[config.mk]
export PLATFORM = sky130hd
export DESIGN_NAME = stack_alu_executor
export DESIGN_NICKNAME = d
export VERILOG_FILES = /design/src/hdl/sae_pkg.sv /design/src/hdl/sae_stack_mem.sv /design/src/hdl/sae_alu.sv /design/src/hdl/stack_alu_executor.sv
export VERILOG_INCLUDE_DIRS = /design/src /design/src/hdl
export SDC_FILE = /design/constraint.sdc
export NUM_CORES = 2
export LEC_CHECK = 0
export BUFFER_PORTS_ARGS = -buffer_cell sky130_fd_sc_hd__clkbuf_2
export CAP_MARGIN = 20
export CORE_MARGIN = 2
export CORE_UTILIZATION = 45
export CTS_CLUSTER_SIZE = 10
export DETAILED_ROUTE_END_ITERATION = 12
export PLACE_DENSITY = 0.57
export SLEW_MARGIN = 20
export SYNTH_ARGS = -nofsm -noshare
export SYNTH_HDL_FRONTEND = slang
export SYNTH_SLANG_ARGS = --single-unit
[constraint.sdc]
create_clock -name clock -period 12.7 [get_ports clock]
set_clock_uncertainty 0.05 [all_clocks]
set_input_delay 0.635 -clock clock [delete_from_list [all_inputs] [get_ports clock]]
set_output_delay 0.635 -clock clock [all_outputs]
set_load 0.05 [all_outputs]
[src/hdl/stack_alu_executor_macros.svh]
// ----------------------------------------------------------------------------
// stack alu executor assertion macros
// shared concurrent assertion forms for the executor blocks
// ----------------------------------------------------------------------------
`ifndef STACK_ALU_EXECUTOR_MACROS_SVH
`define STACK_ALU_EXECUTOR_MACROS_SVH

// same-cycle implication
`define SAE_ASSERT_IMPL(label, clk, rst, ante, cons, msg) \
   label: assert property (@(posedge clk) disable iff (rst) (ante) |-> (cons)) \
      else $error(msg);

// next-cycle implication
`define SAE_ASSERT_NEXT(label, clk, rst, ante, cons, msg) \
   label: assert property (@(posedge clk) disable iff (rst) (ante) |=> (cons)) \
      else $error(msg);

`endif

[src/hdl/sae_pkg.sv]
// ----------------------------------------------------------------------------
// sae_pkg
// shared types, codes and constants of the stack alu executor
// ----------------------------------------------------------------------------
`timescale 1ns / 1ps
`default_nettype none

package sae_pkg;

   localparam int DATA_W          = 32;
   localparam int OP_W            = 4;
   localparam int STATUS_W        = 2;
   localparam int DEPTH_OUT_W     = 7;
   localparam int STACK_DEPTH_DEF = 64;
   localparam int ITER_W          = 5;
   localparam logic [ITER_W-1:0] ITER_LAST = ITER_W'(DATA_W - 1);

   // word codes
   localparam logic [OP_W-1:0] OP_LIT   = 4'd0;
   localparam logic [OP_W-1:0] OP_ADD   = 4'd1;
   localparam logic [OP_W-1:0] OP_SUB   = 4'd2;
   localparam logic [OP_W-1:0] OP_MUL   = 4'd3;
   localparam logic [OP_W-1:0] OP_DIV   = 4'd4;
   localparam logic [OP_W-1:0] OP_EQ    = 4'd5;
   localparam logic [OP_W-1:0] OP_DUP   = 4'd6;
   localparam logic [OP_W-1:0] OP_DROP  = 4'd7;
   localparam logic [OP_W-1:0] OP_SWAP  = 4'd8;
   localparam logic [OP_W-1:0] OP_PRINT = 4'd9;
   localparam logic [OP_W-1:0] OP_TEST  = 4'd10;

   // status codes
   localparam logic [STATUS_W-1:0] ST_OK    = 2'd0;
   localparam logic [STATUS_W-1:0] ST_UNDER = 2'd1;
   localparam logic [STATUS_W-1:0] ST_OVER  = 2'd2;
   localparam logic [STATUS_W-1:0] ST_DIVZ  = 2'd3;

   typedef enum logic [2:0] {
      S_IDLE,
      S_RD_A,
      S_LOAD_A,
      S_EXEC,
      S_SWAP,
      S_WAIT,
      S_RESP
   } seq_state_type;

   typedef enum logic [3:0] {
      A_IDLE,
      A_ADD,
      A_SUB,
      A_EQ,
      A_MUL,
      A_NEGA,
      A_NEGB,
      A_DIV,
      A_NEGQ,
      A_DONE
   } alu_state_type;

   typedef enum logic [2:0] {
      ALU_ADD,
      ALU_SUB,
      ALU_MUL,
      ALU_DIV,
      ALU_EQ
   } alu_op_type;

   typedef struct packed {
      logic       start;
      alu_op_type op;
   } alu_ctl_type;

endpackage

`default_nettype wire

[src/hdl/sae_stack_mem.sv]
// ----------------------------------------------------------------------------
// sae_stack_mem
// data stack storage, one write port and one registered read port
// ----------------------------------------------------------------------------
`timescale 1ns / 1ps
`default_nettype none

module sae_stack_mem #(
   parameter int  STACK_DEPTH = sae_pkg::STACK_DEPTH_DEF,
   localparam int AddrW       = $clog2(STACK_DEPTH)
) (
   input  wire logic                       clock,
   input  wire logic                       wr_en,
   input  wire logic [AddrW-1:0]           wr_addr,
   input  wire logic [sae_pkg::DATA_W-1:0] wr_data,
   input  wire logic [AddrW-1:0]           rd_addr,
   output logic      [sae_pkg::DATA_W-1:0] rd_data
);

   logic [sae_pkg::DATA_W-1:0] mem [STACK_DEPTH];
   logic [sae_pkg::DATA_W-1:0] rd_data_ff;

   always_ff @(posedge clock) begin
      if (wr_en) begin
         mem[wr_addr] <= wr_data;
      end
   end

   always_ff @(posedge clock) begin
      rd_data_ff <= mem[rd_addr];
   end

   assign rd_data = rd_data_ff;

endmodule

`default_nettype wire

[src/hdl/sae_alu.sv]
// ----------------------------------------------------------------------------
// sae_alu
// iterative arithmetic unit around one shared 33-bit adder: add, sub, eq in
// one step, shift-add multiply and restoring signed divide one bit a step
// ----------------------------------------------------------------------------
`timescale 1ns / 1ps
`default_nettype none

module sae_alu (
   input  wire logic                       clock,
   input  wire logic                       reset,
   input  wire sae_pkg::alu_ctl_type       ctl,
   input  wire logic [sae_pkg::DATA_W-1:0] a,
   input  wire logic [sae_pkg::DATA_W-1:0] b,
   output logic                            done,
   output logic      [sae_pkg::DATA_W-1:0] result
);

   localparam int W = sae_pkg::DATA_W;

   sae_pkg::alu_state_type state_ff, state_in;
   logic [W-1:0]              acc_ff, acc_in;
   logic [W-1:0]              opa_ff, opa_in;
   logic [W-1:0]              opb_ff, opb_in;
   logic [sae_pkg::ITER_W-1:0] cnt_ff, cnt_in;
   logic                      neg_ff, neg_in;

   logic [W-1:0] x;
   logic [W-1:0] y;
   logic         sub;
   logic [W:0]   sum;
   logic [W-1:0] rem_sh;
   logic         ge;

   // shared adder
   assign sum    = {1'b0, x} + ({1'b0, y} ^ {(W + 1){sub}}) + {{W{1'b0}}, sub};
   assign rem_sh = {acc_ff[W-2:0], opa_ff[W-1]};
   assign ge     = ~sum[W];

   always_ff @(posedge clock) begin
      if (reset) begin
         state_ff <= sae_pkg::A_IDLE;
      end else begin
         state_ff <= state_in;
      end
      acc_ff <= acc_in;
      opa_ff <= opa_in;
      opb_ff <= opb_in;
      cnt_ff <= cnt_in;
      neg_ff <= neg_in;
   end

   always_comb begin
      state_in = state_ff;
      acc_in   = acc_ff;
      opa_in   = opa_ff;
      opb_in   = opb_ff;
      cnt_in   = cnt_ff;
      neg_in   = neg_ff;
      x        = acc_ff;
      y        = opb_ff;
      sub      = 1'b0;
      done     = 1'b0;
      case (state_ff)
         sae_pkg::A_IDLE: begin
            if (ctl.start) begin
               opa_in = a;
               opb_in = b;
               acc_in = '0;
               cnt_in = '0;
               neg_in = a[W-1] ^ b[W-1];
               case (ctl.op)
                  sae_pkg::ALU_ADD: state_in = sae_pkg::A_ADD;
                  sae_pkg::ALU_SUB: state_in = sae_pkg::A_SUB;
                  sae_pkg::ALU_EQ:  state_in = sae_pkg::A_EQ;
                  sae_pkg::ALU_MUL: state_in = sae_pkg::A_MUL;
                  sae_pkg::ALU_DIV: state_in = sae_pkg::A_NEGA;
                  default:          state_in = sae_pkg::A_IDLE;
               endcase
            end
         end
         sae_pkg::A_ADD: begin
            x        = opa_ff;
            acc_in   = sum[W-1:0];
            state_in = sae_pkg::A_DONE;
         end
         sae_pkg::A_SUB: begin
            x        = opa_ff;
            sub      = 1'b1;
            acc_in   = sum[W-1:0];
            state_in = sae_pkg::A_DONE;
         end
         sae_pkg::A_EQ: begin
            x        = opa_ff;
            sub      = 1'b1;
            acc_in   = (sum[W-1:0] == '0) ? W'(1) : '0;
            state_in = sae_pkg::A_DONE;
         end
         sae_pkg::A_MUL: begin
            if (opa_ff[0]) begin
               acc_in = sum[W-1:0];
            end
            opa_in = {1'b0, opa_ff[W-1:1]};
            opb_in = {opb_ff[W-2:0], 1'b0};
            cnt_in = cnt_ff + 1'b1;
            if (cnt_ff == sae_pkg::ITER_LAST) begin
               state_in = sae_pkg::A_DONE;
            end
         end
         sae_pkg::A_NEGA: begin
            x   = '0;
            y   = opa_ff;
            sub = 1'b1;
            if (opa_ff[W-1]) begin
               opa_in = sum[W-1:0];
            end
            state_in = sae_pkg::A_NEGB;
         end
         sae_pkg::A_NEGB: begin
            x   = '0;
            sub = 1'b1;
            if (opb_ff[W-1]) begin
               opb_in = sum[W-1:0];
            end
            state_in = sae_pkg::A_DIV;
         end
         sae_pkg::A_DIV: begin
            x      = rem_sh;
            sub    = 1'b1;
            acc_in = ge ? sum[W-1:0] : rem_sh;
            opa_in = {opa_ff[W-2:0], ge};
            cnt_in = cnt_ff + 1'b1;
            if (cnt_ff == sae_pkg::ITER_LAST) begin
               state_in = sae_pkg::A_NEGQ;
            end
         end
         sae_pkg::A_NEGQ: begin
            x        = '0;
            y        = opa_ff;
            sub      = 1'b1;
            acc_in   = neg_ff ? sum[W-1:0] : opa_ff;
            state_in = sae_pkg::A_DONE;
         end
         sae_pkg::A_DONE: begin
            done     = 1'b1;
            state_in = sae_pkg::A_IDLE;
         end
         default: begin
            state_in = sae_pkg::A_IDLE;
         end
      endcase
   end

   assign result = acc_ff;

endmodule

`default_nettype wire

[src/hdl/stack_alu_executor.sv]
// ----------------------------------------------------------------------------
// stack_alu_executor: forth-style data stack word executor
// steps: idle, read top, load second, execute, then a swap write or an alu wait
// for add/sub/eq/mul/div, then response; mul and div run 32-step alu iterations
// handshake: one request at a time, next accept in the cycle after the response is taken
// reset: synchronous, active high; empties the stack, contents stay unknown
// ----------------------------------------------------------------------------
`timescale 1ns / 1ps
`default_nettype none
`include "stack_alu_executor_macros.svh"

module stack_alu_executor #(
   parameter int STACK_DEPTH = sae_pkg::STACK_DEPTH_DEF
) (
   input  wire logic                                clock,
   input  wire logic                                reset,
   input  wire logic                                req_valid,
   output logic                                     req_ready,
   input  wire logic        [sae_pkg::OP_W-1:0]     req_opcode,
   input  wire logic signed [sae_pkg::DATA_W-1:0]   req_literal,
   output logic                                     rsp_valid,
   input  wire logic                                rsp_ready,
   output logic signed      [sae_pkg::DATA_W-1:0]   rsp_value,
   output logic                                     rsp_value_valid,
   output logic             [sae_pkg::STATUS_W-1:0] rsp_status,
   output logic             [sae_pkg::DEPTH_OUT_W-1:0] rsp_depth
);

   localparam int W  = sae_pkg::DATA_W;
   localparam int AW = $clog2(STACK_DEPTH);
   localparam int CW = $clog2(STACK_DEPTH + 1);
   localparam int DW = sae_pkg::DEPTH_OUT_W;

   sae_pkg::seq_state_type state_ff, state_in;
   logic [sae_pkg::OP_W-1:0]     op_ff, op_in;
   logic [W-1:0]                 lit_ff, lit_in;
   logic [W-1:0]                 a_ff, a_in;
   logic [W-1:0]                 b_ff, b_in;
   logic [CW-1:0]                count_ff, count_in;
   logic [W-1:0]                 value_ff, value_in;
   logic                         vvalid_ff, vvalid_in;
   logic [sae_pkg::STATUS_W-1:0] status_ff, status_in;

   logic [CW-1:0]    count_m1;
   logic [CW-1:0]    count_m2;
   logic [CW-1:0]    count_p1;
   logic [1:0]       need;
   logic             under;
   logic             over;
   logic [CW+DW-1:0] depth_ext;

   logic          wr_en;
   logic [AW-1:0] wr_addr;
   logic [W-1:0]  wr_data;
   logic [AW-1:0] rd_addr;
   logic [W-1:0]  rd_data;

   sae_pkg::alu_ctl_type alu_ctl;
   logic                 alu_done;
   logic [W-1:0]         alu_result;

   sae_stack_mem #(
      .STACK_DEPTH (STACK_DEPTH)
   ) u_mem (
      .clock   (clock),
      .wr_en   (wr_en),
      .wr_addr (wr_addr),
      .wr_data (wr_data),
      .rd_addr (rd_addr),
      .rd_data (rd_data)
   );

   sae_alu u_alu (
      .clock  (clock),
      .reset  (reset),
      .ctl    (alu_ctl),
      .a      (a_ff),
      .b      (b_ff),
      .done   (alu_done),
      .result (alu_result)
   );

   assign count_m1 = count_ff - CW'(1);
   assign count_m2 = count_ff - CW'(2);
   assign count_p1 = count_ff + CW'(1);

   // operands needed on the stack
   always_comb begin
      case (op_ff)
         sae_pkg::OP_ADD, sae_pkg::OP_SUB, sae_pkg::OP_MUL, sae_pkg::OP_DIV,
         sae_pkg::OP_EQ, sae_pkg::OP_SWAP:                need = 2'd2;
         sae_pkg::OP_DUP, sae_pkg::OP_DROP, sae_pkg::OP_PRINT,
         sae_pkg::OP_TEST:                                need = 2'd1;
         default:                                         need = 2'd0;
      endcase
   end

   assign under = count_ff < {{(CW - 2){1'b0}}, need};
   assign over  = ((op_ff == sae_pkg::OP_LIT) || (op_ff == sae_pkg::OP_DUP)) &&
                  (count_ff == CW'(STACK_DEPTH));

   always_ff @(posedge clock) begin
      if (reset) begin
         state_ff <= sae_pkg::S_IDLE;
         count_ff <= '0;
      end else begin
         state_ff <= state_in;
         count_ff <= count_in;
      end
      op_ff     <= op_in;
      lit_ff    <= lit_in;
      a_ff      <= a_in;
      b_ff      <= b_in;
      value_ff  <= value_in;
      vvalid_ff <= vvalid_in;
      status_ff <= status_in;
   end

   always_comb begin
      state_in    = state_ff;
      op_in       = op_ff;
      lit_in      = lit_ff;
      a_in        = a_ff;
      b_in        = b_ff;
      count_in    = count_ff;
      value_in    = value_ff;
      vvalid_in   = vvalid_ff;
      status_in   = status_ff;
      wr_en       = 1'b0;
      wr_addr     = count_ff[AW-1:0];
      wr_data     = b_ff;
      rd_addr     = count_m1[AW-1:0];
      alu_ctl.start = 1'b0;
      alu_ctl.op    = sae_pkg::ALU_ADD;
      req_ready   = 1'b0;
      rsp_valid   = 1'b0;
      case (state_ff)
         sae_pkg::S_IDLE: begin
            req_ready = 1'b1;
            if (req_valid) begin
               op_in    = req_opcode;
               lit_in   = $unsigned(req_literal);
               state_in = sae_pkg::S_RD_A;
            end
         end
         sae_pkg::S_RD_A: begin
            b_in     = rd_data;
            rd_addr  = count_m2[AW-1:0];
            state_in = sae_pkg::S_LOAD_A;
         end
         sae_pkg::S_LOAD_A: begin
            a_in     = rd_data;
            state_in = sae_pkg::S_EXEC;
         end
         sae_pkg::S_EXEC: begin
            status_in = sae_pkg::ST_OK;
            value_in  = b_ff;
            vvalid_in = count_ff != '0;
            state_in  = sae_pkg::S_RESP;
            if (under) begin
               status_in = sae_pkg::ST_UNDER;
            end else if (over) begin
               status_in = sae_pkg::ST_OVER;
            end else if ((op_ff == sae_pkg::OP_DIV) && (b_ff == '0)) begin
               status_in = sae_pkg::ST_DIVZ;
            end else begin
               case (op_ff)
                  sae_pkg::OP_LIT: begin
                     wr_en     = 1'b1;
                     wr_data   = lit_ff;
                     count_in  = count_p1;
                     value_in  = lit_ff;
                     vvalid_in = 1'b1;
                  end
                  sae_pkg::OP_DUP: begin
                     wr_en     = 1'b1;
                     count_in  = count_p1;
                     vvalid_in = 1'b1;
                  end
                  sae_pkg::OP_DROP: begin
                     count_in  = count_m1;
                     value_in  = a_ff;
                     vvalid_in = count_m1 != '0;
                  end
                  sae_pkg::OP_SWAP: begin
                     wr_en    = 1'b1;
                     wr_addr  = count_m2[AW-1:0];
                     value_in = a_ff;
                     state_in = sae_pkg::S_SWAP;
                  end
                  sae_pkg::OP_PRINT, sae_pkg::OP_TEST: begin
                     count_in  = count_m1;
                     vvalid_in = 1'b1;
                  end
                  sae_pkg::OP_ADD: begin
                     alu_ctl.start = 1'b1;
                     alu_ctl.op    = sae_pkg::ALU_ADD;
                     state_in      = sae_pkg::S_WAIT;
                  end
                  sae_pkg::OP_SUB: begin
                     alu_ctl.start = 1'b1;
                     alu_ctl.op    = sae_pkg::ALU_SUB;
                     state_in      = sae_pkg::S_WAIT;
                  end
                  sae_pkg::OP_MUL: begin
                     alu_ctl.start = 1'b1;
                     alu_ctl.op    = sae_pkg::ALU_MUL;
                     state_in      = sae_pkg::S_WAIT;
                  end
                  sae_pkg::OP_DIV: begin
                     alu_ctl.start = 1'b1;
                     alu_ctl.op    = sae_pkg::ALU_DIV;
                     state_in      = sae_pkg::S_WAIT;
                  end
                  sae_pkg::OP_EQ: begin
                     alu_ctl.start = 1'b1;
                     alu_ctl.op    = sae_pkg::ALU_EQ;
                     state_in      = sae_pkg::S_WAIT;
                  end
                  default: begin
                     // undefined codes leave the stack alone
                     state_in = sae_pkg::S_RESP;
                  end
               endcase
            end
         end
         sae_pkg::S_SWAP: begin
            wr_en    = 1'b1;
            wr_addr  = count_m1[AW-1:0];
            wr_data  = a_ff;
            state_in = sae_pkg::S_RESP;
         end
         sae_pkg::S_WAIT: begin
            if (alu_done) begin
               wr_en     = 1'b1;
               wr_addr   = count_m2[AW-1:0];
               wr_data   = alu_result;
               count_in  = count_m1;
               value_in  = alu_result;
               vvalid_in = 1'b1;
               state_in  = sae_pkg::S_RESP;
            end
         end
         sae_pkg::S_RESP: begin
            rsp_valid = 1'b1;
            if (rsp_ready) begin
               state_in = sae_pkg::S_IDLE;
            end
         end
         default: begin
            state_in = sae_pkg::S_IDLE;
         end
      endcase
   end

   assign depth_ext       = {{DW{1'b0}}, count_ff};
   assign rsp_depth       = depth_ext[DW-1:0];
   assign rsp_value       = $signed(vvalid_ff ? value_ff : '0);
   assign rsp_value_valid = vvalid_ff;
   assign rsp_status      = status_ff;

   `SAE_ASSERT_IMPL(a_count_in_range, clock, reset, 1'b1, count_ff <= CW'(STACK_DEPTH), "stack count beyond depth")
   `SAE_ASSERT_IMPL(a_ready_excl_rsp, clock, reset, req_ready, !rsp_valid, "ready while response pending")
   `SAE_ASSERT_NEXT(a_busy_after_req, clock, reset, req_valid && req_ready, !req_ready, "ready right after request")
   `SAE_ASSERT_IMPL(a_alu_done_wait, clock, reset, alu_done, state_ff == sae_pkg::S_WAIT, "alu done outside wait")
   `SAE_ASSERT_NEXT(a_idle_after_rsp, clock, reset, rsp_valid && rsp_ready, req_ready, "not idle after response")

endmodule

`default_nettype wire

* Yosys cells after proc, flatten, opt, wreduce, memory -nomap -nowiden
Memories as Yosys holds them, arrays and structs flattened. A register that Yosys moved wholly into a read port is not among the register bits. Index checks and enable logic that the tools add are counted.
Word-level totals: logic and storage cells 195, ROM bits 32, output and inout port bits 44, memory bits (writable) 2048, memories kept 2, bits of input ports 40, register bits 251
Cells by class: add/subtract/negate cells 6, reduce and logical (&&, ||, !) cells 41, order comparisons 1, bitwise gates (word level) 3, equality and inequality tests 44, mux-type cells 81
Memory list:
- u_mem.mem | depth 64, width 32, rd ports 1, clocked after memory_dff 1, wr ports 1, line sae_stack_mem.sv:20 | logic [sae_pkg::DATA_W-1:0] mem [STACK_DEPTH];
- (no name shown) | depth 16, width 2, rd ports 1, clocked after memory_dff 1, wr ports 0, line stack_alu_executor.sv:89 | case (op_ff)
Operator list (number):
- $mux 32 | 19
- $pmux 32 s3 | 3
- $pmux 32 s6 | 1
- $pmux 32 s2 | 2
- $pmux 32 s4 | 1
- $logic_not 32->1 | 2
- $mux 6 | 6
- $add 32x33->33 | 1
- $add 33x1->33 | 1
- $xor 32x33->33 | 1
- $eq 4x3->1 const B | 8
- $mux 4 | 8
- $mux 7 | 4
- $pmux 7 s2 | 2
- $pmux 4 s6 | 1
- $pmux 3 s7 | 1
- $eq 4x4->1 const B | 5
- $pmux 4 s5 | 1
- $pmux 6 s3 | 1
- $eq 4x2->1 const B | 4
- $mux 1 | 16
- $pmux 3 s5 | 1
- $reduce_and 3->1 | 5
- $ne 2x2->1 const B | 7
- 38 further kinds | 75

* Logic depth before layout (Yosys ltp)
word-level depth 10, depth in mapped cells 21, depth with buffers taken out 17

* Hierarchy
Synthesis repeated with hierarchy kept, for this count alone.
Second synthesis, totals: cells, all modules 5109, area total of the unflattened synthesis 95151.3 um^2
Modules (own cells, without submodules):
- sae_stack_mem | times used 1, cells an instance 3362, area each 78362.7 um^2, seq. area each 62139.6 um^2
- sae_alu | times used 1, cells an instance 1056, area each 9240.1 um^2, seq. area each 3143.0 um^2
- stack_alu_executor | times used 1, cells an instance 691, area each 7548.5 um^2, seq. area each 4294.1 um^2

* Least setup slack after synthesis
OpenSTA, ideal clock, no wires.
kind register -> register, from reg count_ff[0] (netlist: rsp_depth[0]), to mem u_mem.mem[0][0] in the netlist's numbering, data pin, path buffers 1, clock period less this slack 5.940 ns, library setup time 0.702 ns, setup slack 6.760 ns, stages on the path, launching flop included 12, data arrival time 5.188 ns, cell sequence dfxtp_1 inv_1 ha_1 nor3b_1 nand2_1 or2_2 nor2b_1 and2_1 nor2b_1 clkbuf_1 a22oi_1 o21ai_0
On the way: cells in the longest elaborated chain, start to end 5, elaborated cells between the ends (all ways) 6
RTL lines:
- start: declaration | line stack_alu_executor.sv:39 | logic [CW-1:0] count_ff, count_in;
- start signal: assignment | line stack_alu_executor.sv:108 | count_ff <= count_in;
- branches (longest 3 deep; another with $lt 7x2->1)
- $mux 32 (*) | line stack_alu_executor.sv:160 | if (under) begin
- $pmux 32 s3 (*) | line stack_alu_executor.sv:137 | case (state_ff)
- named net u_mem.wr_data, one bit | line sae_stack_mem.sv:15 | input wire logic [sae_pkg::DATA_W-1:0] wr_data,
- end: declaration | line sae_stack_mem.sv:20
Mark *: on every way through the listed nets, which the timed path passes.

* Worst setup path in the final report
from reg u_alu.state_ff[3], to reg u_alu.acc_ff[24] (netlist: u_alu.result[24]), data pin
On the way: cells in the longest elaborated chain, start to end 8, elaborated cells between the ends (all ways) 24
RTL lines:
- start: declaration | line sae_alu.sv:21 | sae_pkg::alu_state_type state_ff, state_in;
- start signal: assignment | line sae_alu.sv:42 | state_ff <= sae_pkg::A_IDLE;
- start signal: assignment | line sae_alu.sv:44 | state_ff <= state_in;
- $eq 4x2->1 (tied with other cells) | line sae_alu.sv:64 | case (state_ff)
- $reduce_or 6->1 (no source line) / $reduce_or 2->1 (equally long branches)
- $mux 1 / $mux 32 (equally long branches) | line sae_alu.sv:64
- $xor 32x33->33 | line sae_alu.sv:36 | assign sum = {1'b0, x} + ({1'b0, y} ^ {(W + 1){sub}}) + {{W{1'b0}}, sub};
- $add 32x33->33 | line sae_alu.sv:36
- $add 33x1->33 | line sae_alu.sv:36
- $mux 32 (on tied branches) | line sae_alu.sv:141, sae_alu.sv:100, sae_alu.sv:130
- $pmux 32 s6 (*) | line sae_alu.sv:64
- named net u_alu.acc_in[24] | line sae_alu.sv:22 | logic [W-1:0] acc_ff, acc_in;
- end signal: assignment | line sae_alu.sv:46 | acc_ff <= acc_in;
- end: declaration | line sae_alu.sv:22
Mark *: on every way through the listed nets, which the timed path passes. The rest lies on a longest branch. The select of a mux whose other input is x is not followed. A chain may end at the register's enable or synchronous reset.

==> run metrics <==
outcome complete, but fails checks; failing checks DRC; synthesized area 95,900 um2; Total Die Area roughly 220,000 um2; count of pins on the block boundary 84; largest area contributor in the netlist sky130_fd_sc_hd__edfxtp_1; GPL Wtd Cong 0.913; clock tree root buffer cell sky130_fd_sc_hd__clkbuf_16; number of warnings reported in the yosys synthesis log 0; flip-flop and latch count after synthesis roughly 2,300; number of design rule violations left after detail routing 12; Max-Cap Viols 0; core area 212,000 um2; detailed-router iteration count before antenna repair 13; Net count, final between 5,000 and 6,000; transition at the pin with the smallest max-transition slack roughly 1.2 ns; y dimension of the die ~470 um; critical path class flip-flop to flip-flop; clock tree from TritonCTS done; overall routed net length approximately 270,000 um; overall track demand over capacity in global routing 0.249; crit path time final roughly 6.7 ns; I/O Buffers a little over 80; delay of the slowest critical-path stage roughly 0.95 ns; max-slew headroom at the worst pin 0.177; synthesis-to-layout area growth 13.9%; commonest non-fill, non-tap cells in the layout sky130_fd_sc_hd__edfxtp_1, sky130_fd_sc_hd__mux4_2, sky130_fd_sc_hd__clkbuf_16, sky130_fd_sc_hd__a21oi_1, sky130_fd_sc_hd__nand2_1; initial antenna violation count 8; final clock period utilization by the worst path 0.528; WL per Instance roughly 32 um; vias about 53,000; total of cells resized after clock tree synthesis 0; Inserted Clock Buffers just under 300; net count after synthesis 5,367; Max stage delay cell, worst path sky130_fd_sc_hd__nor4b_4; Remaining Overflow, GRT 0; power per standard cell area approximately 180 nW/um2; Netlist cell types 81; portion of synthesized cell area occupied by the leading cell type 0.715; final std cell area, no fill 109,000 um2; Slew Viols, Final 0; effective utilization at floorplan 0.452; maximum clock path buffer count 4; layout cells sized above 1 0.222; total area of sequential cells 69,600 um2; maximum number of pins on one net before global-route repair ~130; Post-synth ARST share 0; fill cell total of the finished layout ~17,000; Via density approximately 6.2; Critical Path Source Type flip-flop; TNS Setup 0 ns; crit path max fanout 32; class of the most critical hold timing path primary input to flip-flop; final setup violation count 0; worst voltage drop across the vdd grid about 0.15 mV; commonest non-fill, non-tap cell in the layout sky130_fd_sc_hd__edfxtp_1; Placed Area 101,000 um2; critical path buffer and inverter count 2; number of failing hold endpoints at the final stage 0; Data required, critical path ~13 ns; count of antenna-violating nets left after detailed routing 0; maximum achievable frequency between 100 and 150 MHz; CTS clk-pin slew, worst paths around 0.060 ns; die outline width 466 um; clk sink count roughly 2,300; leading post-synthesis cells by cell area sky130_fd_sc_hd__edfxtp_1, sky130_fd_sc_hd__mux4_2, sky130_fd_sc_hd__mux2i_1; synthesized area divided by synthesized cell count 18.2 um2; category of cells accounting for the largest share of critical-path delay compound AO/OA/AOI/OAI gates; RSZ-0062 raised after global routing false; source-to-sink clock delay at the later pin of the worst-skew pair ~0.96 ns; number of post-CTS setup repair buffers 0; kind of end point of the critical path flip-flop; drt first-iter violations approximately 6,300; row cnt roughly 170; most instantiated flip-flop cell in the synthesis netlist sky130_fd_sc_hd__edfxtp_1; global-route wire length before repair 387,000 um; multi-input logic area approximately 26,000 um2; Critical Path, Cell by Cell nor4b_4 > a21oi_2 > buf_4 > a22o_4 > o22a_4 > fa_1 > a21o_1 > a21oi_1 > o21ai_0 > a311oi_2 > o31a_1 > o21ai_1 > xnor2_1 > buf_4 > a21oi_1 > nor2_1 > a221o_1; via count of the first global-routing pass roughly 52,000; number of standard cells after synthesis between 5,000 and 6,000; dpl hpwl about 160,000 um; # H-tree levels 5; number of enable-type register cells in the synthesized netlist about 2,300; Worst Path Arrival 7.32 ns; reported leakage power 34.9 nW; sequential-to-total area share from yosys stat 0.725
per-stage QoR:
step / hold slack [ns] / utilization / std cells / total power (W) / worst slack (ns)
floorplan: 0.354 / - / 5285 / 0.0112 / 6.76
global placement: 0.392 / 0.475 / 8033 / 0.0126 / 6.18
detailed placement: 0.397 / 0.476 / 8048 / 0.0126 / 6.02
CTS: 0.0600 / 0.515 / 8482 / 0.0198 / 6.00
global route: 0.0890 / 0.515 / 8484 / 0.0203 / 5.59
finish: 0.117 / 0.515 / 8488 / 0.0197 / 5.99
cells in the mapped netlist, drive strengths merged (41+ instances only):
cell type and count:
buf 87, clkbuf 248, edfxtp 2285, inv 63, mux2i 181, mux4 512, ha 41, o21ai 136
and2 42, dfxtp 48, a21oi 268, xnor2 59, nor2 259, a222oi 55, nor2b 136, a211oi 231
nand2 232
repair_timing:
item / CTS / global route
hold endpoints to repair: 39 / 0
setup endpoints to repair: 0 / 0
hold buffers: 37 / 0
routing by layer:
| layer | routed length, um | up-vias | track usage |
|---|---|---|---|
| met5 | 0 | - | 0 |
| met1 | 114000 | 27700 | 0.353 |
| li1 | - | 22100 | - |
| met3 | 20300 | 439 | 0.0443 |
| met4 | 9060 | 0 | 0.0813 |
| met2 | 129000 | 2342 | 0.394 |
sequential cells by signal, indices dropped and copies added, names as in the netlist:
name	cells
u_mem.mem	2048
lit_ff	32
rsp_value_valid	1
a_ff	32
u_alu.opb_ff	32
value_ff	32
rsp_depth	7
u_mem.rd_data	32
u_alu.opa_ff	32
u_alu.result	32
u_alu.neg_ff	1
op_ff	4
u_alu.state_ff	4
u_alu.cnt_ff	5
state_ff	3
b_ff	32
need	2
rsp_status	2
kinds of logic after synthesis:
group | after synthesis | share of synthesized area
DFF | 2333 | 0.725
AOI/OAI and AO/OA | 928 | 0.0662
and+or+nand+nor | 810 | 0.0403
buffers and inverters | 398 | 0.0162
muxes | 694 | 0.139
xor gates and xnor gates | 80 | 0.00730
adders and majority gates | 42 | 0.00556
report_power, final:
part           switching (W)  leakage (nW)  total [W]  internal, W
registers           0.000219          21.0    0.00910      0.00888
logic                0.00236          10.1    0.00344      0.00108
clock network        0.00295          3.83    0.00716      0.00421
total                0.00553          34.9     0.0197       0.0142
final timing paths:
| kind | endpoint | start | cells after the start | slack [ns] |
|---|---|---|---|---|
| max | u_alu.result[24]$_DFFE_PP_ | u_alu.state_ff[3]$_SDFFE_PP0P_ | 17 | 5.99 |
| min | rsp_depth[4]$_SDFFE_PP0P_ | reset | 2 | 0.12 |
| max reg2reg | u_alu.result[24]$_DFFE_PP_ | u_alu.state_ff[3]$_SDFFE_PP0P_ | 17 | 5.99 |
| min reg2reg | a_ff[10]$_DFFE_PP_ | u_mem.rd_data[10]$_DFF_P_ | 0 | 0.42 |
final cells by class:
class	count	share of cell area
sequential	2333	0.637
inverter	63	0.00216
multi-input combinational	2554	0.234
antenna	5	0.000114
clock inverter	22	0.00210
clock buffer	375	0.0700
tap	2821	0.0323
timing repair buffer	315	0.0228
(Power assumes the default switching activity.)
